### config.mk
export PLATFORM = sky130hd
export DESIGN_NAME = uart_rx_packetizer_core
export DESIGN_NICKNAME = d
export VERILOG_FILES = /design/src/rtl/core/urp_pkg.sv /design/src/rtl/core/urp_ram.sv /design/src/rtl/core/urp_cmd_q.sv /design/src/rtl/core/urp_front.sv /design/src/rtl/core/urp_back.sv /design/src/rtl/core/uart_rx_packetizer_core.sv
export SDC_FILE = /design/constraint.sdc
export NUM_CORES = 2
export LEC_CHECK = 0
export BUFFER_PORTS_ARGS = -buffer_cell sky130_fd_sc_hd__buf_2
export CAP_MARGIN = 10
export CORE_UTILIZATION = 50
export CTS_CLUSTER_DIAMETER = 40
export CTS_CLUSTER_SIZE = 28
export DETAILED_ROUTE_END_ITERATION = 16
export GPL_TIMING_DRIVEN = 0
export HOLD_SLACK_MARGIN = 0.03
export PLACE_DENSITY_LB_ADDON = 0.12
export SLEW_MARGIN = 20
export SYNTH_ARGS = -nofsm -noshare
export SYNTH_HDL_FRONTEND = slang
export SYNTH_HIERARCHICAL = 1
export SYNTH_SLANG_ARGS = --single-unit
export TNS_END_PERCENT = 100
### constraint.sdc
create_clock -name clk -period 12.5 [get_ports clk]
set_input_delay 0 -clock clk [delete_from_list [all_inputs] [get_ports clk]]
set_output_delay 0 -clock clk [all_outputs]
set_load 0.05 [all_outputs]
### src/rtl/core/urp_pkg.sv
`timescale 1ns / 1ps

package urp_pkg;

  // Default packet size in bytes (8..127).
  localparam int PACKET_BYTES_DEF = 120;

  localparam int FILL_W     = 7;
  localparam int CFG_IDX_W  = 2;
  localparam int CFG_DATA_W = 16;
  localparam int AGE_W      = 32;
  localparam int DROP_W     = 32;

  localparam logic [6:0]  LOCAL_NODE_RST = 7'd125;
  localparam logic [2:0]  PORT_NUM_RST   = 3'd1;
  localparam logic [15:0] ROUTE_TO_RST   = 16'd3000;
  localparam logic [7:0]  IDLE_FLUSH_RST = 8'd2;
  localparam logic [2:0]  PORT_MAX       = 3'd4;

  typedef enum logic [1:0] {
    OP_TICK  = 2'd0,
    OP_BYTE  = 2'd1,
    OP_ROUTE = 2'd2,
    OP_NONE  = 2'd3
  } opcode_t;

  typedef enum logic [CFG_IDX_W-1:0] {
    CFG_LOCAL_NODE = 2'd0,
    CFG_PORT_NUM   = 2'd1,
    CFG_ROUTE_TO   = 2'd2,
    CFG_IDLE_FLUSH = 2'd3
  } cfg_reg_t;

  // Flush command from front to back.
  typedef struct packed {
    logic              bank;
    logic [FILL_W-1:0] fill;
    logic [6:0]        dest;
    logic [7:0]        proto;
    logic [2:0]        port;
    logic [DROP_W-1:0] drop;
  } flush_cmd_t;

  // Back tells front that a bank has been read out.
  typedef struct packed {
    logic valid;
    logic bank;
  } bank_done_t;

endpackage

### src/rtl/core/urp_ram.sv
`timescale 1ns / 1ps

module urp_ram #(
  parameter int WIDTH = 64,
  parameter int DEPTH = 32
) (
  input  logic                     clk,
  input  logic                     we,
  input  logic [$clog2(DEPTH)-1:0] waddr,
  input  logic [WIDTH-1:0]         wdata,
  input  logic                     re,
  input  logic [$clog2(DEPTH)-1:0] raddr,
  output logic [WIDTH-1:0]         rdata
);

  logic [WIDTH-1:0] mem [DEPTH];

  always_ff @(posedge clk) begin
    if (we) begin
      mem[waddr] <= wdata;
    end
    if (re) begin
      rdata <= mem[raddr];
    end
  end

endmodule

### src/rtl/core/urp_cmd_q.sv
`timescale 1ns / 1ps

module urp_cmd_q (
  input  logic                clk,
  input  logic                rst,
  input  logic                push,
  input  urp_pkg::flush_cmd_t din,
  output logic                valid,
  input  logic                pop,
  output urp_pkg::flush_cmd_t dout
);

  import urp_pkg::*;

  // Two entries: at most one outstanding flush per bank.
  flush_cmd_t  slot [2];
  logic        rd_ptr;
  logic        wr_ptr;
  logic [1:0]  count;
  logic        do_pop;

  assign valid  = (count != 2'd0);
  assign dout   = slot[rd_ptr];
  assign do_pop = pop && valid;

  always_ff @(posedge clk) begin
    if (push) begin
      slot[wr_ptr] <= din;
    end
  end

  always_ff @(posedge clk) begin
    if (rst) begin
      rd_ptr <= 1'b0;
      wr_ptr <= 1'b0;
      count  <= 2'd0;
    end else begin
      if (push) begin
        wr_ptr <= ~wr_ptr;
      end
      if (do_pop) begin
        rd_ptr <= ~rd_ptr;
      end
      count <= count + {1'b0, push} - {1'b0, do_pop};
    end
  end

endmodule

### src/rtl/core/urp_front.sv
`timescale 1ns / 1ps

module urp_front #(
  parameter int PACKET_BYTES = urp_pkg::PACKET_BYTES_DEF
) (
  input  logic                                clk,
  input  logic                                rst,
  input  logic                                push,
  output logic                                full,
  input  logic [1:0]                          opcode,
  input  logic [7:0]                          data_byte,
  input  logic [6:0]                          source_node,
  input  logic [6:0]                          target_node,
  input  logic signed [7:0]                   serial_select,
  input  logic [7:0]                          protocol_code,
  input  logic                                sink_ready,
  input  logic                                cfg_we,
  input  logic [urp_pkg::CFG_IDX_W-1:0]       cfg_index,
  input  logic [urp_pkg::CFG_DATA_W-1:0]      cfg_data,
  output logic                                ram_we,
  output logic [$clog2(PACKET_BYTES+1)-3:0]   ram_waddr,
  output logic [63:0]                         ram_wdata,
  output logic                                cmd_push,
  output urp_pkg::flush_cmd_t                 cmd,
  input  urp_pkg::bank_done_t                 done
);

  import urp_pkg::*;

  localparam int WIDX = $clog2(PACKET_BYTES + 1) - 3;
  localparam logic [FILL_W-1:0] PB_C = FILL_W'(PACKET_BYTES);

  // Configuration
  logic [6:0]  local_node;
  logic [2:0]  port_number;
  logic [15:0] route_timeout_ms;
  logic [7:0]  idle_flush_ms;

  // Item state; ages replace absolute timestamps
  logic [AGE_W-1:0]  req_age, req_age_next;
  logic [AGE_W-1:0]  byte_age, byte_age_next;
  logic              route_ok, route_ok_next;
  logic [6:0]        remote_node, remote_node_next;
  logic [7:0]        protocol_tag, protocol_tag_next;
  logic [FILL_W-1:0] fill, fill_next;
  logic [DROP_W-1:0] drop, drop_next;
  logic              wbank, wbank_next;
  logic [1:0]        busy, busy_next;
  logic [63:0]       cur_word, cur_word_next;

  logic              accept;
  logic              is_tick, is_byte, is_route;
  logic [AGE_W-1:0]  ra, ba, ba3;
  logic              expired, ok1;
  logic [FILL_W-1:0] f1, f2, f3;
  logic              pre_flush, post_flush, flush, store, drop_inc;
  logic              match;
  logic signed [7:0] sel_eff;
  logic [63:0]       merged;
  logic [1:0]        set_b, clr_b;

  assign full = busy[wbank] || (busy[~wbank] && (fill >= PB_C));

  always_comb begin
    accept   = push && !full;
    is_tick  = (opcode == OP_TICK);
    is_byte  = (opcode == OP_BYTE);
    is_route = (opcode == OP_ROUTE);

    ra      = req_age + AGE_W'(is_tick);
    ba      = byte_age + AGE_W'(is_tick);
    expired = route_ok && (ra >= AGE_W'(route_timeout_ms));
    ok1     = route_ok && !expired;
    f1      = expired ? '0 : fill;

    // full packet: try to flush before storing
    pre_flush = is_byte && ok1 && (f1 >= PB_C) && sink_ready;
    f2        = pre_flush ? '0 : f1;
    store     = is_byte && ok1 && (f2 < PB_C);
    drop_inc  = is_byte && ok1 && !store && (drop != '1);
    f3        = store ? f2 + FILL_W'(1) : f2;
    ba3       = store ? '0 : ba;

    post_flush = (is_tick || is_byte) && !pre_flush && ok1 && (f3 != '0) && sink_ready
                 && ((f3 >= PB_C) || (ba3 >= AGE_W'(idle_flush_ms)));
    flush      = pre_flush || post_flush;

    // byte lane merge; lane 0 starts a clean word
    merged = (f2[2:0] == 3'd0) ? 64'd0 : cur_word;
    merged[{f2[2:0], 3'b000} +: 8] = data_byte;

    sel_eff = (serial_select == -8'sd1) ? 8'sd1 : serial_select;
    match   = (target_node == local_node) && (sel_eff[7:3] == 5'd0)
              && (sel_eff[2:0] == port_number) && (port_number != 3'd0)
              && (port_number <= PORT_MAX);

    req_age_next      = req_age;
    byte_age_next     = byte_age;
    route_ok_next     = route_ok;
    remote_node_next  = remote_node;
    protocol_tag_next = protocol_tag;
    fill_next         = fill;
    drop_next         = drop;
    wbank_next        = wbank;
    cur_word_next     = cur_word;

    if (accept) begin
      if (is_tick || is_byte) begin
        req_age_next  = ra;
        byte_age_next = ba3;
        route_ok_next = ok1;
        fill_next     = post_flush ? '0 : f3;
        drop_next     = drop + DROP_W'(drop_inc);
        wbank_next    = wbank ^ flush;
        if (store) begin
          cur_word_next = merged;
        end
      end else if (is_route && match) begin
        remote_node_next  = source_node;
        protocol_tag_next = protocol_code;
        req_age_next      = '0;
        route_ok_next     = (source_node != 7'd0);
      end
    end

    set_b     = (accept && flush) ? (2'b01 << wbank) : 2'b00;
    clr_b     = done.valid ? (2'b01 << done.bank) : 2'b00;
    busy_next = (busy & ~clr_b) | set_b;

    ram_we    = accept && store;
    ram_waddr = {pre_flush ? ~wbank : wbank, f2[3 +: WIDX]};
    ram_wdata = merged;

    cmd_push  = accept && flush;
    cmd.bank  = wbank;
    cmd.fill  = pre_flush ? f1 : f3;
    cmd.dest  = remote_node;
    cmd.proto = protocol_tag;
    cmd.port  = port_number;
    cmd.drop  = pre_flush ? drop : drop_next;
  end

  always_ff @(posedge clk) begin
    if (rst) begin
      local_node       <= LOCAL_NODE_RST;
      port_number      <= PORT_NUM_RST;
      route_timeout_ms <= ROUTE_TO_RST;
      idle_flush_ms    <= IDLE_FLUSH_RST;
    end else if (cfg_we) begin
      unique case (cfg_reg_t'(cfg_index))
        CFG_LOCAL_NODE: local_node       <= cfg_data[6:0];
        CFG_PORT_NUM:   port_number      <= cfg_data[2:0];
        CFG_ROUTE_TO:   route_timeout_ms <= cfg_data[15:0];
        CFG_IDLE_FLUSH: idle_flush_ms    <= cfg_data[7:0];
        default: ;
      endcase
    end
  end

  always_ff @(posedge clk) begin
    if (rst) begin
      req_age      <= '0;
      byte_age     <= '0;
      route_ok     <= 1'b0;
      remote_node  <= '0;
      protocol_tag <= '0;
      fill         <= '0;
      drop         <= '0;
      wbank        <= 1'b0;
      busy         <= 2'b00;
    end else begin
      req_age      <= req_age_next;
      byte_age     <= byte_age_next;
      route_ok     <= route_ok_next;
      remote_node  <= remote_node_next;
      protocol_tag <= protocol_tag_next;
      fill         <= fill_next;
      drop         <= drop_next;
      wbank        <= wbank_next;
      busy         <= busy_next;
    end
  end

  always_ff @(posedge clk) begin
    cur_word <= cur_word_next;
  end

endmodule

### src/rtl/core/urp_back.sv
`timescale 1ns / 1ps

module urp_back #(
  parameter int PACKET_BYTES = urp_pkg::PACKET_BYTES_DEF
) (
  input  logic                              clk,
  input  logic                              rst,
  input  logic                              q_valid,
  input  urp_pkg::flush_cmd_t               q_cmd,
  output logic                              q_pop,
  output logic                              ram_re,
  output logic [$clog2(PACKET_BYTES+1)-3:0] ram_raddr,
  input  logic [63:0]                       ram_rdata,
  output urp_pkg::bank_done_t               done,
  output logic                              empty,
  input  logic                              pop,
  output logic [63:0]                       packet_word,
  output logic [3:0]                        word_bytes,
  output logic                              last_word,
  output logic [6:0]                        dest_node,
  output logic [7:0]                        protocol_out,
  output logic [2:0]                        port_id,
  output logic [31:0]                       dropped_total
);

  import urp_pkg::*;

  localparam int WIDX = $clog2(PACKET_BYTES + 1) - 3;

  typedef struct packed {
    logic [3:0]        nbytes;
    logic              last;
    logic [6:0]        dest;
    logic [7:0]        proto;
    logic [2:0]        port;
    logic [DROP_W-1:0] drop;
  } word_meta_t;

  typedef struct packed {
    logic [63:0] word;
    word_meta_t  meta;
  } out_item_t;

  flush_cmd_t        cmd_r;
  logic              act;
  logic [WIDX-1:0]   idx;
  logic [WIDX-1:0]   last_idx;
  logic              rd_pend;
  word_meta_t        pend;
  out_item_t         slot [2];
  logic              head;
  logic [1:0]        occ;

  logic              pop_fire;
  logic [2:0]        room;
  logic              issue;
  logic              is_last;
  logic [FILL_W-1:0] fm1;
  word_meta_t        meta_now;

  always_comb begin
    pop_fire = pop && !empty;
    room     = {1'b0, occ} + {2'b00, rd_pend} - {2'b00, pop_fire};
    issue    = act && (room < 3'd2);
    is_last  = (idx == last_idx);
    q_pop    = !act && q_valid;
    fm1      = q_cmd.fill - FILL_W'(1);

    meta_now.nbytes = (is_last && (cmd_r.fill[2:0] != 3'd0)) ? {1'b0, cmd_r.fill[2:0]}
                                                             : 4'd8;
    meta_now.last   = is_last;
    meta_now.dest   = cmd_r.dest;
    meta_now.proto  = cmd_r.proto;
    meta_now.port   = cmd_r.port;
    meta_now.drop   = cmd_r.drop;

    ram_re     = issue;
    ram_raddr  = {cmd_r.bank, idx};
    done.valid = issue && is_last;
    done.bank  = cmd_r.bank;
  end

  assign empty         = (occ == 2'd0);
  assign packet_word   = slot[head].word;
  assign word_bytes    = slot[head].meta.nbytes;
  assign last_word     = slot[head].meta.last;
  assign dest_node     = slot[head].meta.dest;
  assign protocol_out  = slot[head].meta.proto;
  assign port_id       = slot[head].meta.port;
  assign dropped_total = slot[head].meta.drop;

  // payload
  always_ff @(posedge clk) begin
    if (q_pop) begin
      cmd_r    <= q_cmd;
      idx      <= '0;
      last_idx <= fm1[3 +: WIDX];
    end else if (issue && !is_last) begin
      idx <= idx + WIDX'(1);
    end
    if (issue) begin
      pend <= meta_now;
    end
    if (rd_pend) begin
      slot[head ^ occ[0]] <= {ram_rdata, pend};
    end
  end

  // control
  always_ff @(posedge clk) begin
    if (rst) begin
      act     <= 1'b0;
      rd_pend <= 1'b0;
      head    <= 1'b0;
      occ     <= 2'd0;
    end else begin
      if (q_pop) begin
        act <= 1'b1;
      end else if (issue && is_last) begin
        act <= 1'b0;
      end
      rd_pend <= issue;
      if (pop_fire) begin
        head <= ~head;
      end
      occ <= occ + {1'b0, rd_pend} - {1'b0, pop_fire};
    end
  end

endmodule

### src/rtl/core/uart_rx_packetizer_core.sv
`timescale 1ns / 1ps

// Channel   Handshake                  Payload
// -------   -------------------------  ------------------------------------------
// input     push / full                opcode, data_byte, source_node, target_node,
//                                      serial_select, protocol_code, sink_ready
// result    empty / pop                packet_word, word_bytes, last_word, dest_node,
//                                      protocol_out, port_id, dropped_total
// config    cfg_we, cfg_index          cfg_data (write only, no wait)
//
// Flow: the front takes one item per cycle while full is low. A flush queues a
// command; the back reads the buffer one 64-bit word per cycle while the result queue
// has room, ceil(fill/8) words (up to 15 at 120 bytes), via the RAM read register.
// Stalls: the buffer is two banks; full is high while the back still reads the bank
// the next item would write. The result queue holds two items.
// Reset: rst is synchronous; control state clears without a clearing pass.

module uart_rx_packetizer_core #(
  parameter int PACKET_BYTES = urp_pkg::PACKET_BYTES_DEF
) (
  input  logic                           clk,
  input  logic                           rst,
  // input item
  input  logic                           push,
  output logic                           full,
  input  logic [1:0]                     opcode,
  input  logic [7:0]                     data_byte,
  input  logic [6:0]                     source_node,
  input  logic [6:0]                     target_node,
  input  logic signed [7:0]              serial_select,
  input  logic [7:0]                     protocol_code,
  input  logic                           sink_ready,
  // result item
  output logic                           empty,
  input  logic                           pop,
  output logic [63:0]                    packet_word,
  output logic [3:0]                     word_bytes,
  output logic                           last_word,
  output logic [6:0]                     dest_node,
  output logic [7:0]                     protocol_out,
  output logic [2:0]                     port_id,
  output logic [31:0]                    dropped_total,
  // configuration
  input  logic                           cfg_we,
  input  logic [urp_pkg::CFG_IDX_W-1:0]  cfg_index,
  input  logic [urp_pkg::CFG_DATA_W-1:0] cfg_data
);

  import urp_pkg::*;

  // Word index plus bank bit addresses the packet RAM.
  localparam int AW = $clog2(PACKET_BYTES + 1) - 2;

  logic          ram_we;
  logic [AW-1:0] ram_waddr;
  logic [63:0]   ram_wdata;
  logic          ram_re;
  logic [AW-1:0] ram_raddr;
  logic [63:0]   ram_rdata;

  logic          cmd_push;
  flush_cmd_t    cmd_in;
  logic          q_valid;
  logic          q_pop;
  flush_cmd_t    q_cmd;
  bank_done_t    done;

  // Front: timeouts, routing, byte capture, flush decision.
  urp_front #(
    .PACKET_BYTES (PACKET_BYTES)
  ) u_front (
    .clk           (clk),
    .rst           (rst),
    .push          (push),
    .full          (full),
    .opcode        (opcode),
    .data_byte     (data_byte),
    .source_node   (source_node),
    .target_node   (target_node),
    .serial_select (serial_select),
    .protocol_code (protocol_code),
    .sink_ready    (sink_ready),
    .cfg_we        (cfg_we),
    .cfg_index     (cfg_index),
    .cfg_data      (cfg_data),
    .ram_we        (ram_we),
    .ram_waddr     (ram_waddr),
    .ram_wdata     (ram_wdata),
    .cmd_push      (cmd_push),
    .cmd           (cmd_in),
    .done          (done)
  );

  // Flush commands waiting for the back.
  urp_cmd_q u_cmd_q (
    .clk   (clk),
    .rst   (rst),
    .push  (cmd_push),
    .din   (cmd_in),
    .valid (q_valid),
    .pop   (q_pop),
    .dout  (q_cmd)
  );

  // Two banks of packet words, one per outstanding flush.
  urp_ram #(
    .WIDTH (64),
    .DEPTH (2 ** AW)
  ) u_ram (
    .clk   (clk),
    .we    (ram_we),
    .waddr (ram_waddr),
    .wdata (ram_wdata),
    .re    (ram_re),
    .raddr (ram_raddr),
    .rdata (ram_rdata)
  );

  // Back: reads packet words out into the result queue.
  urp_back #(
    .PACKET_BYTES (PACKET_BYTES)
  ) u_back (
    .clk           (clk),
    .rst           (rst),
    .q_valid       (q_valid),
    .q_cmd         (q_cmd),
    .q_pop         (q_pop),
    .ram_re        (ram_re),
    .ram_raddr     (ram_raddr),
    .ram_rdata     (ram_rdata),
    .done          (done),
    .empty         (empty),
    .pop           (pop),
    .packet_word   (packet_word),
    .word_bytes    (word_bytes),
    .last_word     (last_word),
    .dest_node     (dest_node),
    .protocol_out  (protocol_out),
    .port_id       (port_id),
    .dropped_total (dropped_total)
  );

endmodule
# Word level (Yosys, flattened, before mapping)
# Memory sizes are Yosys's and may differ from the RTL's. A register that Yosys moved wholly into a read port is not among the register bits.
# Cells that the tools add are included.
# op_classes
n_eq_ne	10
mux	36
n_addsub	13
n_reduce_logical	60
magnitude_cmp	10
n_bitwise	10
shifts	4
# op_table
operator	n
32-bit 2-to-1 mux	6
32-bit by 1-bit adder with 32-bit output	3
64-bit bitwise mux	1
64-bit 2-to-1 mux	1
8-bit by 8-bit variable shift with 64-bit output, first input constant	1
8-bit by 8-bit variable part select with 64-bit output	1
7-bit 2-to-1 mux	5
32-bit by 16-bit greater-or-equal comparator with 1-bit output	1
32-bit by 8-bit greater-or-equal comparator with 1-bit output	1
32-bit inequality test, second input constant	1
1-bit logical AND	29
7-bit greater-or-equal comparator, second input constant	3
1-bit 2-to-1 mux	19
7-bit nonzero test	2
2-bit AND reduction	6
8-bit by 1-bit == test with 1-bit output, second input constant	1
8-bit 2-to-1 mux	1
6-bit negator with 8-bit output	1
7-bit by 1-bit adder with 7-bit output, second input constant	1
7-bit == test	1
1-bit zero test	7
7-bit < comparator, second input constant	1
7-bit by 1-bit subtractor with 7-bit output, second input constant	1
2-bit == test, second input constant	3
26 further kinds	46
# totals
word_cells	182
memories	3
mem_bits_rw	2402
inputBits	64
regBits	346
# mem_list
memory	depth	word_bits	rd	rd_ports_with_merged_regs	write_ports	line_no	text
u_ram.mem	32	64	1	1	1	urp_ram.sv:16	logic [WIDTH-1:0] mem [DEPTH];
u_back.slot	2	119	1	1	1	urp_back.sv:50	out_item_t slot [2];
u_cmd_q.slot	2	58	1	1	1	urp_cmd_q.sv:16	flush_cmd_t slot [2];

# Longest topological paths before layout
# depth
word_depth	21
ltp_mapped	36

# Modules after synthesis
# Netlist, hierarchy kept.
# by_module_without_submodules
mod	cells_each	area_per_inst_um2	instances
urp_ram	3097	79605.1	1
urp_front	1599	13158.9	1
urp_back	553	12555.8	1
urp_cmd_q	202	4496.8	1

# Least setup slack after synthesis
# OpenSTA, ideal clock, no wires.
# synth_path
kind	input to register
from	input port opcode[1]
to	memory u_cmd_q/slot[0][0] in the netlist's numbering (enable)
path_stages	32
setup_ns	0.481
slack_ns	3.405
t_arrival_ns	8.614
cell_sequence	clkbuf_1 > clkbuf_1 > nor2_1 > ha_1 > ha_1 > and3_1 > nand3_1 > xnor2_1 > ha_1 > a21o_1 > a211o_1 > a211oi_1 > nor2_1 > or4_1 > buf_2 > or3_1 > clkbuf_2 > buf_6 > a21oi_4 > nand2_1 > inv_1 > ha_1 > o211ai_1 > nor2_1 > nand4_1 > nor3_1 > and4_1 > a31o_2 > a31oi_1 > or2_2 > a21oi_1 > nor2b_1
# synth_between
elab_chain_len	21
elab_cells_between_ends	34
# synth_lines
item	line_no	text
from (decl)	uart_rx_packetizer_core.sv:26	input logic [1:0] opcode,
parallel branches: the longest is 17 deep, another holds 32-bit by 1-bit adder with 32-bit output	-	
1-bit logical OR *	urp_front.sv:86	flush = pre_flush || post_flush;
1-bit logical AND *	urp_front.sv:134	cmd_push = accept && flush;
named net cmd_push	uart_rx_packetizer_core.sv:61	logic cmd_push;
1-bit 2-to-1 mux *	urp_cmd_q.sv:27	if (push) begin
1-bit 2-to-1 mux (implied by the code) *	urp_cmd_q.sv:28	slot[wr_ptr] <= din;
to (decl)	urp_cmd_q.sv:16	
# Mark *: on every way through the listed nets, which the timed path passes.

# Worst setup path after layout
# layout_path
from	input port opcode[1]
to	memory u_cmd_q/slot[1][46] in the netlist's numbering (enable)
# Same word-level chain as after synthesis.

==> metrics.yaml <==
fin_nets: 6469
synth-seq-cells: 2814
drt_wl_total_mm: 302.5
critPathCaptureType: "register"
finalSetupTns_ps: 0
htreeDepth: 5
synth_edf_count: 2643
syn_area_per_cell_um2: 20.15
met3_length_mm: 26.41
clk_latency_ps: 990
most-common-layout-cells: "edfxtp_1, mux4_2, clkbuf_16"
core_um2: 217600
synthDistinctLibCells: 82
die-area_um2: 221500
worst_pin_slew_ps: 1260
fin_skew_ps: 57.24
wl_met2_mm: 145.2
clockRootBuffer: "clkbuf_16"
min_period_over_period_pct: 72.17
min_period_ps: 9022
setup_viol: 0
antenna_found_initial: 11
top_layer: "met5"
path_clk_slew_ps: 60
maxSlewHeadroom_pct: 16.02
ys_warn_count: 6
dp_hpwl_mm: 201.3
place_area_um2: 119400
synth-seq-area-share_pct: 75.39
crit_path_top_delay_cell: "clkbuf_1"
p_leak_nw: 44.32
io_pins: 185
final_hold_viol_count: 0
synthFlopType: "edfxtp_1"
post_layout_nonfiller_instances: 9543
syn_inst: 5451
drv_slew: 0
dp_cells: 8707
portBuffers: 184
rsz0062_at_grt: "no"
clock.fmax_ghz: 0.1108
syn_area_um2: 109800
cts-resized-gates: 0
cap_violations: 0
cp.required_ps: 13140
clock_path_buffers: 4
ir_drop_mv: 0.1481
first_pass_iters: 5
met1_length_mm: 120.6
mostFrequentLayoutCell: "edfxtp_1"
cpMostUsedCell: "ha_1"
grt-ovfl-total: 0
cts_sinks: 2814
hp-class: "primary input to register"
cts_made_buffers: 396
grt_pass1_wl_mm: 427.2
crit_path_max_incr_delay_ps: 560
post-cts-setup-buffers: 0
track_usage_pct: 27.38
rows: 171
vias_per_cell: 6.164
status: "complete, no violations"
stdcell_area_um2: 134200
grt_max_degree: 71
cts_hold_buf: 114
initial_utilization_pct: 50.47
synth_fp_nets: 5554
worstSetupPathType: "primary input to register"
num_vias: 58820
cts_tree: "yes"
die_w_um: 470.7
drt_first_iter_violations: 6354
ys_async_sr_fraction_pct: 0
syn_to_final_growth_pct: 22.20
finalWeightedCongestion: 0.8605
crit_fanout: 33
drive_gt1_share_pct: 33.26
die_y_um: 470.7
grt_pass1_vias: 59050
cp.arrival_ps: 9660
drtAntennaViolNets: 0
startpoint_type: "primary input"
powerDensity_nw_per_um2: 173.4
drc: 0
routedWlPerCell_um: 31.70
[critical path: cells and delay by family]
family	cells	cell delay [ps]
XOR/XNOR	1	200
AO/OA/AOI/OAI	8	1880
buffers and inverters	9	2750
adder cells (fa/ha/maj)	4	1080
AND/OR/NAND/NOR	13	3680
[cells in the mapped netlist, types with 18 or more instances]
| library cell | instances | area, um2 |
|---|---|---|
| xor2_1 | 48 | 420.4 |
| clkbuf_1 | 144 | 540.5 |
| nor3_1 | 55 | 275.3 |
| nor4_1 | 19 | 118.9 |
| nor2_1 | 255 | 957.2 |
| xnor2_1 | 59 | 516.8 |
| buf_1 | 26 | 97.59 |
| ha_1 | 38 | 475.5 |
| nand3_1 | 50 | 250.2 |
| o21ai_0 | 78 | 390.4 |
| buf_2 | 90 | 450.4 |
| edfxtp_1 | 2643 | 79370 |
| and3_1 | 34 | 212.7 |
| inv_1 | 53 | 198.9 |
| mux2_2 | 261 | 2939 |
| or3_1 | 29 | 181.4 |
| a21oi_1 | 128 | 640.6 |
| mux4_2 | 602 | 13560 |
| or4_1 | 18 | 135.1 |
| mux2i_1 | 107 | 1071 |
| nor2b_1 | 37 | 231.5 |
| mux2_4 | 20 | 300.3 |
| nand4_1 | 41 | 256.5 |
| nand2_1 | 181 | 679.4 |
| dfxtp_1 | 171 | 3423 |
[routing by layer]
metal  global-route usage [%]  vias up
met4                    9.373        4
met3                    5.584      522
met1                    37.52    31270
met5                        0        -
li1                         -    24290
met2                    43.90     2739
[worst paths after layout]
kind / startpoint / endpoint / slack [ps] / cells past startpoint
setup reg to reg: u_front/req_age[0] / u_cmd_q/slot[1][46] / 4070 / 30
hold / removal: serial_select[3] / u_front/remote_node[6] / 90 / 6
setup / recovery: opcode[1] / u_cmd_q/slot[1][46] / 3480 / 35
hold reg to reg: u_back/cmd_r[5] / u_back/pend[5] / 370 / 0
[area by class of cell]
type,instances,area (um2)
timing repair buffer,517,6718
clock inverter,293,3480
inverter,55,216.5
sequential,2814,82790
tap,2854,3571
buffer,287,1345
antenna,3,7.507
multi-input combinational,2295,25910
clock buffer,425,10160
fill,15040,83390
[state kept, by name, indices dropped and copies added, names as in the netlist, 3 cells and up, named ones only]
| signal | count |
|---|---|
| u_ram/mem | 2048 |
| u_back/slot | 238 |
| u_cmd_q/slot | 116 |
| u_front/cur_word | 64 |
| u_ram/rdata | 64 |
| u_back/pend | 55 |
| u_back/cmd_r | 53 |
| u_front/byte_age | 32 |
| u_front/drop | 32 |
| u_front/req_age | 32 |
| u_front/route_timeout_ms | 16 |
| u_front/idle_flush_ms | 8 |
| u_front/protocol_tag | 8 |
| u_front/fill | 7 |
| u_front/local_node | 7 |
| u_front/remote_node | 7 |
| u_back/idx | 4 |
| u_back/last_idx | 4 |
| u_front/port_number | 3 |
[power breakdown]
| part | total [mW] | internal, mW | switching, mW |
|---|---|---|---|
| clock | 11.4 | 6.93 | 4.44 |
| combinational | 1.72 | 0.762 | 0.954 |
| sequential | 10.2 | 10.2 | 0.00736 |
| total | 23.3 | 17.9 | 5.40 |
[stage by stage]
stage / setup WS (ps) / power, mW / utilization, % / hold slack (ps)
5_1_grt: 2889 / 23.88 / 61.67 / 111.9
6_report: 3478 / 23.27 / 61.68 / 88.76
3_5_place_dp: 3055 / 12.09 / 54.87 / 245.4
2_1_floorplan: 3405 / 11.57 / - / 71.61
3_3_place_gp: -2591 / 12.08 / 52.53 / 233.8
4_1_cts: 3519 / 23.45 / 61.67 / 38.68
[logic make-up (layout without fill, tap and decap cells)]
logic type	after synthesis	in the layout	share of synthesized area [%]
buffers and inverters	342	1577	1.381
DFF	2814	2814	75.39
xor gates and xnor gates	108	108	0.8739
other	0	3	0
AOI/OAI and AO/OA	337	337	1.903
adders and majority gates	39	39	0.4512
and+or+nand+nor	821	821	3.731
muxes	990	990	16.27
(Power assumes the default switching activity.)
